**src/design/csa_pkg.sv**
```systemverilog
// ----------------------------------------------------------------------------
// csa_pkg
// Shared constants and the command struct of the cosine similarity
// accumulator.
// ----------------------------------------------------------------------------
package csa_pkg;

    localparam int ELEMENT_BITS_DEF = 16;
    localparam int ACC_W            = 48;
    localparam int PROD_W           = 2 * ACC_W;
    localparam int ROOT_W           = ACC_W;
    localparam int FRAC_BITS        = 14;
    localparam int QUOT_W           = ACC_W + FRAC_BITS;
    localparam int VALUE_W          = 16;
    localparam int CNT_W            = 6;

    localparam logic [CNT_W-1:0] MUL_LAST  = CNT_W'(ACC_W - 1);
    localparam logic [CNT_W-1:0] SQRT_LAST = CNT_W'(ROOT_W - 1);
    localparam logic [CNT_W-1:0] DIV_LAST  = CNT_W'(QUOT_W - 1);

    localparam logic [VALUE_W-1:0] ONE_Q14 = VALUE_W'(16384);

    typedef struct packed {
        logic load;
        logic mul_step;
        logic sqrt_step;
        logic div_step;
        logic finish;
    } csa_cmd_t;

endpackage

```
**src/design/csa_datapath.sv**
```systemverilog
// ----------------------------------------------------------------------------
// csa_datapath
// Accumulators, a bit-serial norm multiplier, a digit-by-digit square root
// and a restoring divider.
// ----------------------------------------------------------------------------
module csa_datapath #(
    parameter int ELEMENT_BITS = csa_pkg::ELEMENT_BITS_DEF
) (
    input  logic                              clk,
    input  logic                              rst_n,
    input  logic                              accept,
    input  logic signed [ELEMENT_BITS-1:0]    left_element,
    input  logic signed [ELEMENT_BITS-1:0]    right_element,
    input  csa_pkg::csa_cmd_t                 cmd,
    output logic                              zero_norm,
    output logic signed [csa_pkg::VALUE_W-1:0] cosine_value,
    output logic                              result_valid
);
    import csa_pkg::*;

    localparam int PW = 2 * ELEMENT_BITS;

    logic signed [PW-1:0] dot_prod;
    logic signed [PW-1:0] left_sq;
    logic signed [PW-1:0] right_sq;
    logic [ACC_W:0]       dot_sum_wide;
    logic [ACC_W:0]       left_sum_wide;
    logic [ACC_W:0]       right_sum_wide;

    logic [ACC_W-1:0]  dot_sum_reg, dot_sum_next;
    logic [ACC_W-1:0]  left_norm_reg, left_norm_next;
    logic [ACC_W-1:0]  right_norm_reg, right_norm_next;
    logic [PROD_W-1:0] prod_reg, prod_next;
    logic [ROOT_W-1:0] root_reg, root_next;
    logic [ACC_W:0]    rem_reg, rem_next;
    logic [QUOT_W-1:0] num_reg, num_next;
    logic [ACC_W-1:0]  drem_reg, drem_next;
    logic [VALUE_W-1:0] cosine_reg, cosine_next;
    logic              valid_reg, valid_next;

    logic [ACC_W:0]     mul_sum;
    logic [ACC_W+2:0]   sq_r;
    logic [ACC_W+2:0]   sq_trial;
    logic [ACC_W:0]     dv_r;
    logic [ACC_W-1:0]   magnitude;
    logic [VALUE_W-1:0] q_clamped;

    assign dot_prod = left_element * right_element;
    assign left_sq  = left_element * left_element;
    assign right_sq = right_element * right_element;

    assign dot_sum_wide   = {dot_sum_reg[ACC_W-1], dot_sum_reg}
                          + {{(ACC_W + 1 - PW){dot_prod[PW-1]}}, dot_prod};
    assign left_sum_wide  = {1'b0, left_norm_reg} + (ACC_W + 1)'(unsigned'(left_sq));
    assign right_sum_wide = {1'b0, right_norm_reg} + (ACC_W + 1)'(unsigned'(right_sq));

    assign zero_norm = (left_norm_reg == '0) || (right_norm_reg == '0);
    assign magnitude = dot_sum_reg[ACC_W-1] ? (~dot_sum_reg + 1'b1) : dot_sum_reg;

    assign mul_sum  = {1'b0, prod_reg[PROD_W-1:ACC_W]}
                    + (prod_reg[0] ? {1'b0, left_norm_reg} : '0);
    assign sq_r     = {rem_reg, prod_reg[PROD_W-1:PROD_W-2]};
    assign sq_trial = {1'b0, root_reg, 2'b01};
    assign dv_r     = {drem_reg, num_reg[QUOT_W-1]};

    assign q_clamped = (num_reg > QUOT_W'(ONE_Q14)) ? ONE_Q14 : num_reg[VALUE_W-1:0];

    always_comb
    begin
        dot_sum_next    = dot_sum_reg;
        left_norm_next  = left_norm_reg;
        right_norm_next = right_norm_reg;
        prod_next       = prod_reg;
        root_next       = root_reg;
        rem_next        = rem_reg;
        num_next        = num_reg;
        drem_next       = drem_reg;
        cosine_next     = cosine_reg;
        valid_next      = valid_reg;

        if (accept)
        begin
            if (dot_sum_wide[ACC_W] != dot_sum_wide[ACC_W-1])
            begin
                dot_sum_next = dot_sum_wide[ACC_W] ? {1'b1, {(ACC_W-1){1'b0}}}
                                                   : {1'b0, {(ACC_W-1){1'b1}}};
            end
            else
            begin
                dot_sum_next = dot_sum_wide[ACC_W-1:0];
            end
            left_norm_next  = left_sum_wide[ACC_W] ? '1 : left_sum_wide[ACC_W-1:0];
            right_norm_next = right_sum_wide[ACC_W] ? '1 : right_sum_wide[ACC_W-1:0];
        end

        if (cmd.load)
        begin
            prod_next = {{ACC_W{1'b0}}, right_norm_reg};
            root_next = '0;
            rem_next  = '0;
            num_next  = {magnitude, {FRAC_BITS{1'b0}}};
            drem_next = '0;
        end

        if (cmd.mul_step)
        begin
            prod_next = {mul_sum, prod_reg[ACC_W-1:1]};
        end

        if (cmd.sqrt_step)
        begin
            prod_next = {prod_reg[PROD_W-3:0], 2'b00};
            if (sq_r >= sq_trial)
            begin
                rem_next  = (ACC_W + 1)'(sq_r - sq_trial);
                root_next = {root_reg[ROOT_W-2:0], 1'b1};
            end
            else
            begin
                rem_next  = sq_r[ACC_W:0];
                root_next = {root_reg[ROOT_W-2:0], 1'b0};
            end
        end

        if (cmd.div_step)
        begin
            if (dv_r >= {1'b0, root_reg})
            begin
                drem_next = ACC_W'(dv_r - {1'b0, root_reg});
                num_next  = {num_reg[QUOT_W-2:0], 1'b1};
            end
            else
            begin
                drem_next = dv_r[ACC_W-1:0];
                num_next  = {num_reg[QUOT_W-2:0], 1'b0};
            end
        end

        if (cmd.finish)
        begin
            if (zero_norm)
            begin
                cosine_next = '0;
                valid_next  = 1'b0;
            end
            else
            begin
                cosine_next = dot_sum_reg[ACC_W-1] ? (~q_clamped + 1'b1) : q_clamped;
                valid_next  = 1'b1;
            end
            dot_sum_next    = '0;
            left_norm_next  = '0;
            right_norm_next = '0;
        end
    end

    always_ff @(posedge clk or negedge rst_n)
    begin
        if (!rst_n)
        begin
            dot_sum_reg    <= '0;
            left_norm_reg  <= '0;
            right_norm_reg <= '0;
        end
        else
        begin
            dot_sum_reg    <= dot_sum_next;
            left_norm_reg  <= left_norm_next;
            right_norm_reg <= right_norm_next;
        end
    end

    always_ff @(posedge clk)
    begin
        prod_reg   <= prod_next;
        root_reg   <= root_next;
        rem_reg    <= rem_next;
        num_reg    <= num_next;
        drem_reg   <= drem_next;
        cosine_reg <= cosine_next;
        valid_reg  <= valid_next;
    end

    assign cosine_value = cosine_reg;
    assign result_valid = valid_reg;

endmodule

```
**src/design/csa_controller.sv**
```systemverilog
// ----------------------------------------------------------------------------
// csa_controller
// Sequences the multiply, square root and divide phases after the last item.
// ----------------------------------------------------------------------------
module csa_controller (
    input  logic              clk,
    input  logic              rst_n,
    input  logic              start,
    input  logic              last_element,
    input  logic              zero_norm,
    output logic              accept,
    output logic              busy,
    output logic              done,
    output csa_pkg::csa_cmd_t cmd
);
    import csa_pkg::*;

    localparam logic [2:0] S_IDLE  = 3'd0;
    localparam logic [2:0] S_CHECK = 3'd1;
    localparam logic [2:0] S_MUL   = 3'd2;
    localparam logic [2:0] S_SQRT  = 3'd3;
    localparam logic [2:0] S_DIV   = 3'd4;
    localparam logic [2:0] S_DONE  = 3'd5;

    logic [2:0]       state_reg, state_next;
    logic [CNT_W-1:0] cnt_reg, cnt_next;
    logic             done_reg, done_next;

    assign busy   = (state_reg != S_IDLE);
    assign accept = start && !busy;
    assign done   = done_reg;

    always_comb
    begin
        state_next = state_reg;
        cnt_next   = cnt_reg;
        done_next  = 1'b0;
        cmd        = '0;
        unique case (state_reg)
            S_IDLE:
            begin
                if (accept && last_element)
                begin
                    state_next = S_CHECK;
                end
            end
            S_CHECK:
            begin
                cnt_next = '0;
                if (zero_norm)
                begin
                    state_next = S_DONE;
                end
                else
                begin
                    cmd.load   = 1'b1;
                    state_next = S_MUL;
                end
            end
            S_MUL:
            begin
                cmd.mul_step = 1'b1;
                cnt_next     = cnt_reg + 1'b1;
                if (cnt_reg == MUL_LAST)
                begin
                    cnt_next   = '0;
                    state_next = S_SQRT;
                end
            end
            S_SQRT:
            begin
                cmd.sqrt_step = 1'b1;
                cnt_next      = cnt_reg + 1'b1;
                if (cnt_reg == SQRT_LAST)
                begin
                    cnt_next   = '0;
                    state_next = S_DIV;
                end
            end
            S_DIV:
            begin
                cmd.div_step = 1'b1;
                cnt_next     = cnt_reg + 1'b1;
                if (cnt_reg == DIV_LAST)
                begin
                    cnt_next   = '0;
                    state_next = S_DONE;
                end
            end
            S_DONE:
            begin
                cmd.finish = 1'b1;
                done_next  = 1'b1;
                state_next = S_IDLE;
            end
            default:
            begin
                state_next = S_IDLE;
            end
        endcase
    end

    always_ff @(posedge clk or negedge rst_n)
    begin
        if (!rst_n)
        begin
            state_reg <= S_IDLE;
            cnt_reg   <= '0;
            done_reg  <= 1'b0;
        end
        else
        begin
            state_reg <= state_next;
            cnt_reg   <= cnt_next;
            done_reg  <= done_next;
        end
    end

endmodule

```
**src/design/cosine_similarity_accumulator_unit.sv**
```systemverilog
// ----------------------------------------------------------------------------
// cosine_similarity_accumulator_unit
// Streams element pairs into dot-product and norm accumulators and reports
// the cosine similarity in Q2.14 after the last pair.
// ----------------------------------------------------------------------------
// Element pairs are taken one per cycle while busy is low. The item marked
// last raises busy through a check state, a bit-serial norm product, a
// square root, a divide and an output state; when either norm is zero
// only the check and output states remain. The result then appears for
// one cycle with done high, and must be captured then because the receiver
// cannot stall it; a new item may be started in that same cycle.
module cosine_similarity_accumulator_unit #(
    parameter int ELEMENT_BITS = csa_pkg::ELEMENT_BITS_DEF
) (
    input  logic                               clk,
    input  logic                               rst_n,
    input  logic                               start,
    input  logic signed [ELEMENT_BITS-1:0]     left_element,
    input  logic signed [ELEMENT_BITS-1:0]     right_element,
    input  logic                               last_element,
    output logic                               busy,
    output logic                               done,
    output logic signed [csa_pkg::VALUE_W-1:0] cosine_value,
    output logic                               result_valid
);
    import csa_pkg::*;

    csa_cmd_t cmd;
    logic     accept;
    logic     zero_norm;

    csa_controller u_ctrl (
        .clk          (clk),
        .rst_n        (rst_n),
        .start        (start),
        .last_element (last_element),
        .zero_norm    (zero_norm),
        .accept       (accept),
        .busy         (busy),
        .done         (done),
        .cmd          (cmd)
    );

    csa_datapath #(
        .ELEMENT_BITS (ELEMENT_BITS)
    ) u_dp (
        .clk           (clk),
        .rst_n         (rst_n),
        .accept        (accept),
        .left_element  (left_element),
        .right_element (right_element),
        .cmd           (cmd),
        .zero_norm     (zero_norm),
        .cosine_value  (cosine_value),
        .result_valid  (result_valid)
    );

`ifndef ASSERT_OFF
    a_done_idle: assert property (@(posedge clk) disable iff (!rst_n)
        done |-> !busy)
        else $error("result strobe while busy");

    a_last_busy: assert property (@(posedge clk) disable iff (!rst_n)
        (start && !busy && last_element) |=> busy)
        else $error("last item did not start the final computation");

    a_done_single: assert property (@(posedge clk) disable iff (!rst_n)
        done |=> !done)
        else $error("result strobe lasted more than one cycle");

    a_range: assert property (@(posedge clk) disable iff (!rst_n)
        done |-> (cosine_value <= 16'sd16384 && cosine_value >= -16'sd16384))
        else $error("cosine value outside plus or minus one");
`endif

endmodule

```
**config.mk**
```make
export PLATFORM = sky130hd
export DESIGN_NAME = cosine_similarity_accumulator_unit
export DESIGN_NICKNAME = d
export VERILOG_FILES = /design/src/design/csa_pkg.sv /design/src/design/csa_datapath.sv /design/src/design/csa_controller.sv /design/src/design/cosine_similarity_accumulator_unit.sv
export SDC_FILE = /design/constraint.sdc
export NUM_CORES = 2
export LEC_CHECK = 0
export BUFFER_PORTS_ARGS = -buffer_cell sky130_fd_sc_hd__buf_2
export CAP_MARGIN = 20
export CORE_MARGIN = 2
export CORE_UTILIZATION = 60
export CTS_CLUSTER_SIZE = 8
export DETAILED_ROUTE_END_ITERATION = 10
export GPL_TIMING_DRIVEN = 0
export HOLD_SLACK_MARGIN = 0.1
export PLACE_DENSITY = 0.76
export SLEW_MARGIN = 20
export SYNTH_ARGS = -nofsm -noshare
export SYNTH_HDL_FRONTEND = slang
export SYNTH_SLANG_ARGS = --single-unit
```
**constraint.sdc**
```tcl
create_clock -name clk -period 14.4 [get_ports clk]
set_clock_uncertainty 0.1 [all_clocks]
set_input_delay 1.44 -clock clk [delete_from_list [all_inputs] [get_ports clk]]
set_output_delay 1.44 -clock clk [all_outputs]
set_load 0.1 [all_outputs]
```
* Yosys cells after proc, flatten, opt, wreduce, memory -nomap -nowiden
Cells that the tools add are included.
Storage, ports and cells: bits in registers 474, bits of input ports 36, output and inout port bits 19
Operators by class: add/sub/neg operators 9, multiply operators 3, $lt $le $gt $ge 3, equal/unequal tests 12, mux-type cells 43, bitwise operators 2, reduce and logical (&&, ||, !) cells 16
Operators by type and width (number):
- 48-bit 2-to-1 mux | 16
- 96-bit 2-to-1 mux | 3
- 48-bit by 32-bit adder with 49-bit output | 3
- 49-bit 2-to-1 mux | 3
- 62-bit 2-to-1 mux | 2
- 48-bit logical NOT | 2
- 16-bit by 16-bit multiplier with 32-bit output | 3
- 62-bit by 15-bit greater-than comparator with 1-bit output, second input constant | 1
- 51-bit by 50-bit greater-or-equal comparator with 1-bit output | 1
- 48-bit by 49-bit adder with 49-bit output | 1
- 49-bit by 48-bit greater-or-equal comparator with 1-bit output | 1
- 49-bit subtractor | 1
- 48-bit by 1-bit adder with 48-bit output, second input constant | 1
- 48-bit inverter | 1
- 48-bit subtractor | 1
- 16-bit 2-to-1 mux | 2
- 6-bit one-hot mux with 3 select lines | 1
- 16-bit by 1-bit adder with 16-bit output, second input constant | 1
- 16-bit inverter | 1
- 3-bit 2-to-1 mux | 5
- 3-bit one-hot mux with 5 select lines | 1
- 6-bit equality test, second input constant | 2
- 6-bit 2-to-1 mux | 2
- 3-bit nonzero test | 3
- 14 further kinds | 30

* Depth between registers and ports, before layout
depth after elaboration 7, mapped depth 38, gate-level depth less buffers 36

* Hierarchy
From an unflattened synthesis, not the netlist that was laid out.
Second synthesis, totals: cells, all modules 6945, area total of the unflattened synthesis 64091.5 µm²
Modules (own cells, without submodules):
- csa_datapath | instances 1, cells each 6866, area each 63420.8 µm², sequential area each 13192.7 µm²
- csa_controller | instances 1, cells each 79, area each 670.6 µm², sequential area each 250.2 µm²

* Least setup slack after synthesis
No wires, ideal clock.
path type input to register, start input right_element[3], end register u_dp.right_norm_reg[11], setup time 0.141 ns, arrival 9.142 ns, data required time 14.159 ns, slack 5.017 ns, stages 30, path buffers 4, cell sequence clkbuf_1 > clkbuf_1 > nand2_1 > fa_1 > fa_1 > fa_1 > inv_1 > fa_1 > fa_1 > inv_1 > fa_1 > inv_1 > ha_1 > a21oi_1 > o22ai_1 > o21a_1 > or3_1 > o21ai_0 > o311ai_0 > or4_1 > a31o_2 > a21oi_1 > xnor2_1 > ha_1 > a21oi_1 > nand3_1 > o21ai_0 > clkbuf_1 > clkbuf_1 > a31oi_1
Between the ends: word-level cells in the longest chain between the ends 5
RTL lines:
- from (decl) | line cosine_similarity_accumulator_unit.sv:19 | input logic signed [ELEMENT_BITS-1:0] right_element,
- 16-bit by 16-bit multiplier with 32-bit output | line csa_datapath.sv:50 | assign right_sq = right_element * right_element;
- 48-bit by 32-bit adder with 49-bit output | line csa_datapath.sv:55 | assign right_sum_wide = {1'b0, right_norm_reg} + (ACC_W + 1)'(unsigned'(right_sq));
- 48-bit 2-to-1 mux | line csa_datapath.sv:93 | right_norm_next = right_sum_wide[ACC_W] ? '1 : right_sum_wide[ACC_W-1:0];
- 48-bit 2-to-1 mux | line csa_datapath.sv:81 | if (accept)
- 48-bit 2-to-1 mux | line csa_datapath.sv:139 | if (cmd.finish)
- to (signal assigned) | line csa_datapath.sv:169 | right_norm_reg <= right_norm_next;
- to (decl) | line csa_datapath.sv:32 | logic [ACC_W-1:0] right_norm_reg, right_norm_next;
Every way passes these cells. The select of a mux whose other input is x is not followed. A chain may end at the register's enable or synchronous reset.

* Worst setup path in the final report
start input right_element[10], end register u_dp.right_norm_reg[18]
The elaborated chain is that of the path after synthesis.

==> impl_metrics.ini <==
[worst_setup_path]
r2r_cells = 23
critPathCaptureType = register
crit_top_cell = fa_1
endpoint = u_dp.right_norm_reg[18]
critPathArrivalTime_ns = 12.09
r2r_end = u_dp.dot_sum_reg[46]
cp-start-kind = primary input
crit_path_max_incr_delay_ns = 0.65
reg2reg_from = u_dp.dot_sum_reg[3]
path_class = in2reg
cp.required_ns = 14.75
crit_slowest_cell = clkbuf_1
r2r_slack_ns = 7.61
critical_path.max_fanout = 10
crit_start = right_element[10]

[sta]
tightest_slew_ns = 1.263
finalCriticalPeriod_ns = 11.74
finalCritPeriodShare_pct = 81.51
setup-tns-final_ns = 0
finalSetupViolCount = 0
max_freq_mhz = 85.19
finalMaxSlewViolations = 0
slew_headroom_pct = 15.03
hold_viol = 0
rsz0062_at_grt = false

[floorplanning]
dieArea_sq_um = 109400
initial_utilization_pct = 60.70
die_y_microns = 330.8
io_pins = 55
die_width_microns = 330.8
num_rows = 119
core_sq_um = 105600

[final_layout]
final.fill_count = 8636
nets = 8442
multi_input_area_sq_um = 45380
area_growth_pct = 6.631
seqCellArea_sq_um = 13440
largest_reg_flops = 96
drive_gt1_share_pct = 3.122

[global_routing]
antenna_found_initial = 5
grt_pass1_vias = 52100
track_usage_pct = 33.66
grt_max_degree = 80
grt_pass1_wl_microns = 284900
grt_overflow = 0

[synthesis]
yosys_register_bits = 474
yosysSeqAreaShare_pct = 20.98
synth-edff-count = 318
synth_area_sq_um = 64080
ys.flop_type = edfxtp_1
synth_top_area_share_pct = 26.34
syn-instance-count = 6909
ys_warn_count = 0
avgSynthCellArea_sq_um = 9.274
synth_top_cell_by_area = fa_1
synth_area_leaders = fa_1 26%, edfxtp_1 15%, ha_1 10%
async_reset_ff_share_pct = 32.49
syn_nets = 8318
synth.distinct_cells = 94

[detailed_routing]
dr.pass1.iters = 6
num_vias = 51370
routed_wl_microns = 182100
wl_per_cell_microns = 21.49
ant_nets = 0
drc = 0
first_iter_violations = 4429
via_per_inst = 6.061

[min_path]
worstHoldPathType = reg2reg
worstHoldStart = u_dp.num_reg[50]

[cts]
cts_root_buf = clkbuf_16
cts_tree = done
clkLatencyLatePin_ns = 0.64
cts_setup_buffers = 0
cts_sinks = 474
ctsHtreeMaxLevel = 3
numCtsBuffers = 69
path_clk_slew_ns = 0.05
cts_resized = 0
cts_buffer_depth = 3
cts.hold.buffers_added = 0

[flow_run]
cap_violations = 0

[placement]
port_buffers = 46
gp_congestion = 0.9806
hpwl_microns = 146800

[outcome]
status = finished clean
synthesized netlist by cell type (48+ instances only):
cell type	count
a31oi_1	75
dfrtp_1	154
edfxtp_1	318
mux2i_1	83
nand4_1	51
a21o_1	199
xor2_1	157
xnor2_1	218
o21ai_0	285
inv_1	1103
ha_1	530
a211oi_1	58
nand3_1	79
nor4_1	48
nor2_1	359
clkbuf_1	255
fa_1	843
nand2b_1	49
and3_1	57
a21oi_1	436
and2_1	218
o21bai_1	52
nand2_1	703
logic make-up (layout without fill, tap and decap cells):
| kind of cell | Yosys count | count (layout) | synth area share [%] |
|---|---|---|---|
| multiplexers | 86 | 86 | 1.349 |
| AO/OA/AOI/OAI | 1462 | 1462 | 14.78 |
| XOR/XNOR | 376 | 376 | 5.151 |
| AND/OR/NAND/NOR | 1736 | 1736 | 12.79 |
| buffers and inverters | 1402 | 1572 | 8.258 |
| flip-flops | 474 | 474 | 20.98 |
| other | 0 | 5 | 0 |
| adder cells (fa/ha/maj) | 1373 | 1373 | 36.69 |
cells in the final DEF (no fill, tap or decap), types with 46 or more instances in the layout:
master        n
o21bai_1     52
a31oi_1      75
clkbuf_1    294
mux2i_1      83
and2_1      218
dfrtp_1     154
nor4_1       48
a21o_1      199
a22o_1       47
buf_2        56
and3_1       57
nand2b_1     49
a21oi_1     436
nand4_1      51
clkbuf_16    69
o21ai_0     285
nand3_1      79
nand2_1     700
a221o_1      46
inv_1      1102
ha_1        530
a211oi_1     58
nor2_1      359
xnor2_1     218
edfxtp_1    318
xor2_1      157
fa_1        841
worst max-delay path, delay by kind of cell:
| kind | cells | cell delay [ns] |
|---|---|---|
| buffers and inverters | 8 | 2.37 |
| AO/OA/AOI/OAI | 10 | 2.90 |
| AND/OR/NAND/NOR | 4 | 1.19 |
| XOR/XNOR | 1 | 0.31 |
| adder cells (fa/ha/maj) | 8 | 3.86 |
how the worst min path moves through the flow:
stage	to	slack (ns)	cells after the start
detailed placement	u_ctrl.cnt_reg[0]	0.43	1
CTS	u_dp.num_reg[51]	0.43	2
finish	u_dp.num_reg[51]	0.43	2
global placement	u_ctrl.cnt_reg[5]	0.42	2
global route	u_ctrl.cnt_reg[0]	0.46	1
floorplan	u_dp.prod_reg[1]	0.37	2
layout make-up:
class | count | area share [%]
well taps | 1391 | 2.547
plain buffers | 289 | 1.632
inverters | 1113 | 6.115
diodes | 5 | 0.01831
clock buffers | 109 | 2.747
repair buffers | 53 | 0.6007
flip-flops and latches | 474 | 19.68
multi-input cells | 5033 | 66.41
clock inverters | 8 | 0.2509
metal layers:
layer  vias to the layer above  wire length, microns  GRT usage, %
li1                      23290                     -             -
met1                     25370                 72930         43.84
met2                      2180                 85750         55.44
met3                       525                 13370         4.761
met4                         2                 10030         16.51
met5                         -                    13             0
stage by stage:
step / cell area, sq um / utilization [%] / hold slack, ns / cells / setup WS [ns]
2_1_floorplan: 64080 / - / 0.3728 / 6909 / 5.017
3_3_place_gp: 66050 / 62.56 / 0.4178 / 8346 / 2.131
3_5_place_dp: 66260 / 62.77 / 0.4313 / 8353 / 2.202
4_1_cts: 68310 / 64.71 / 0.4297 / 8470 / 2.805
5_1_grt: 68310 / 64.71 / 0.4632 / 8471 / 2.095
6_report: 68320 / 64.72 / 0.4338 / 8475 / 2.662
Power is not shown: default switching activity piles up to over one toggle a cycle in this logic, so the estimate is an artifact.
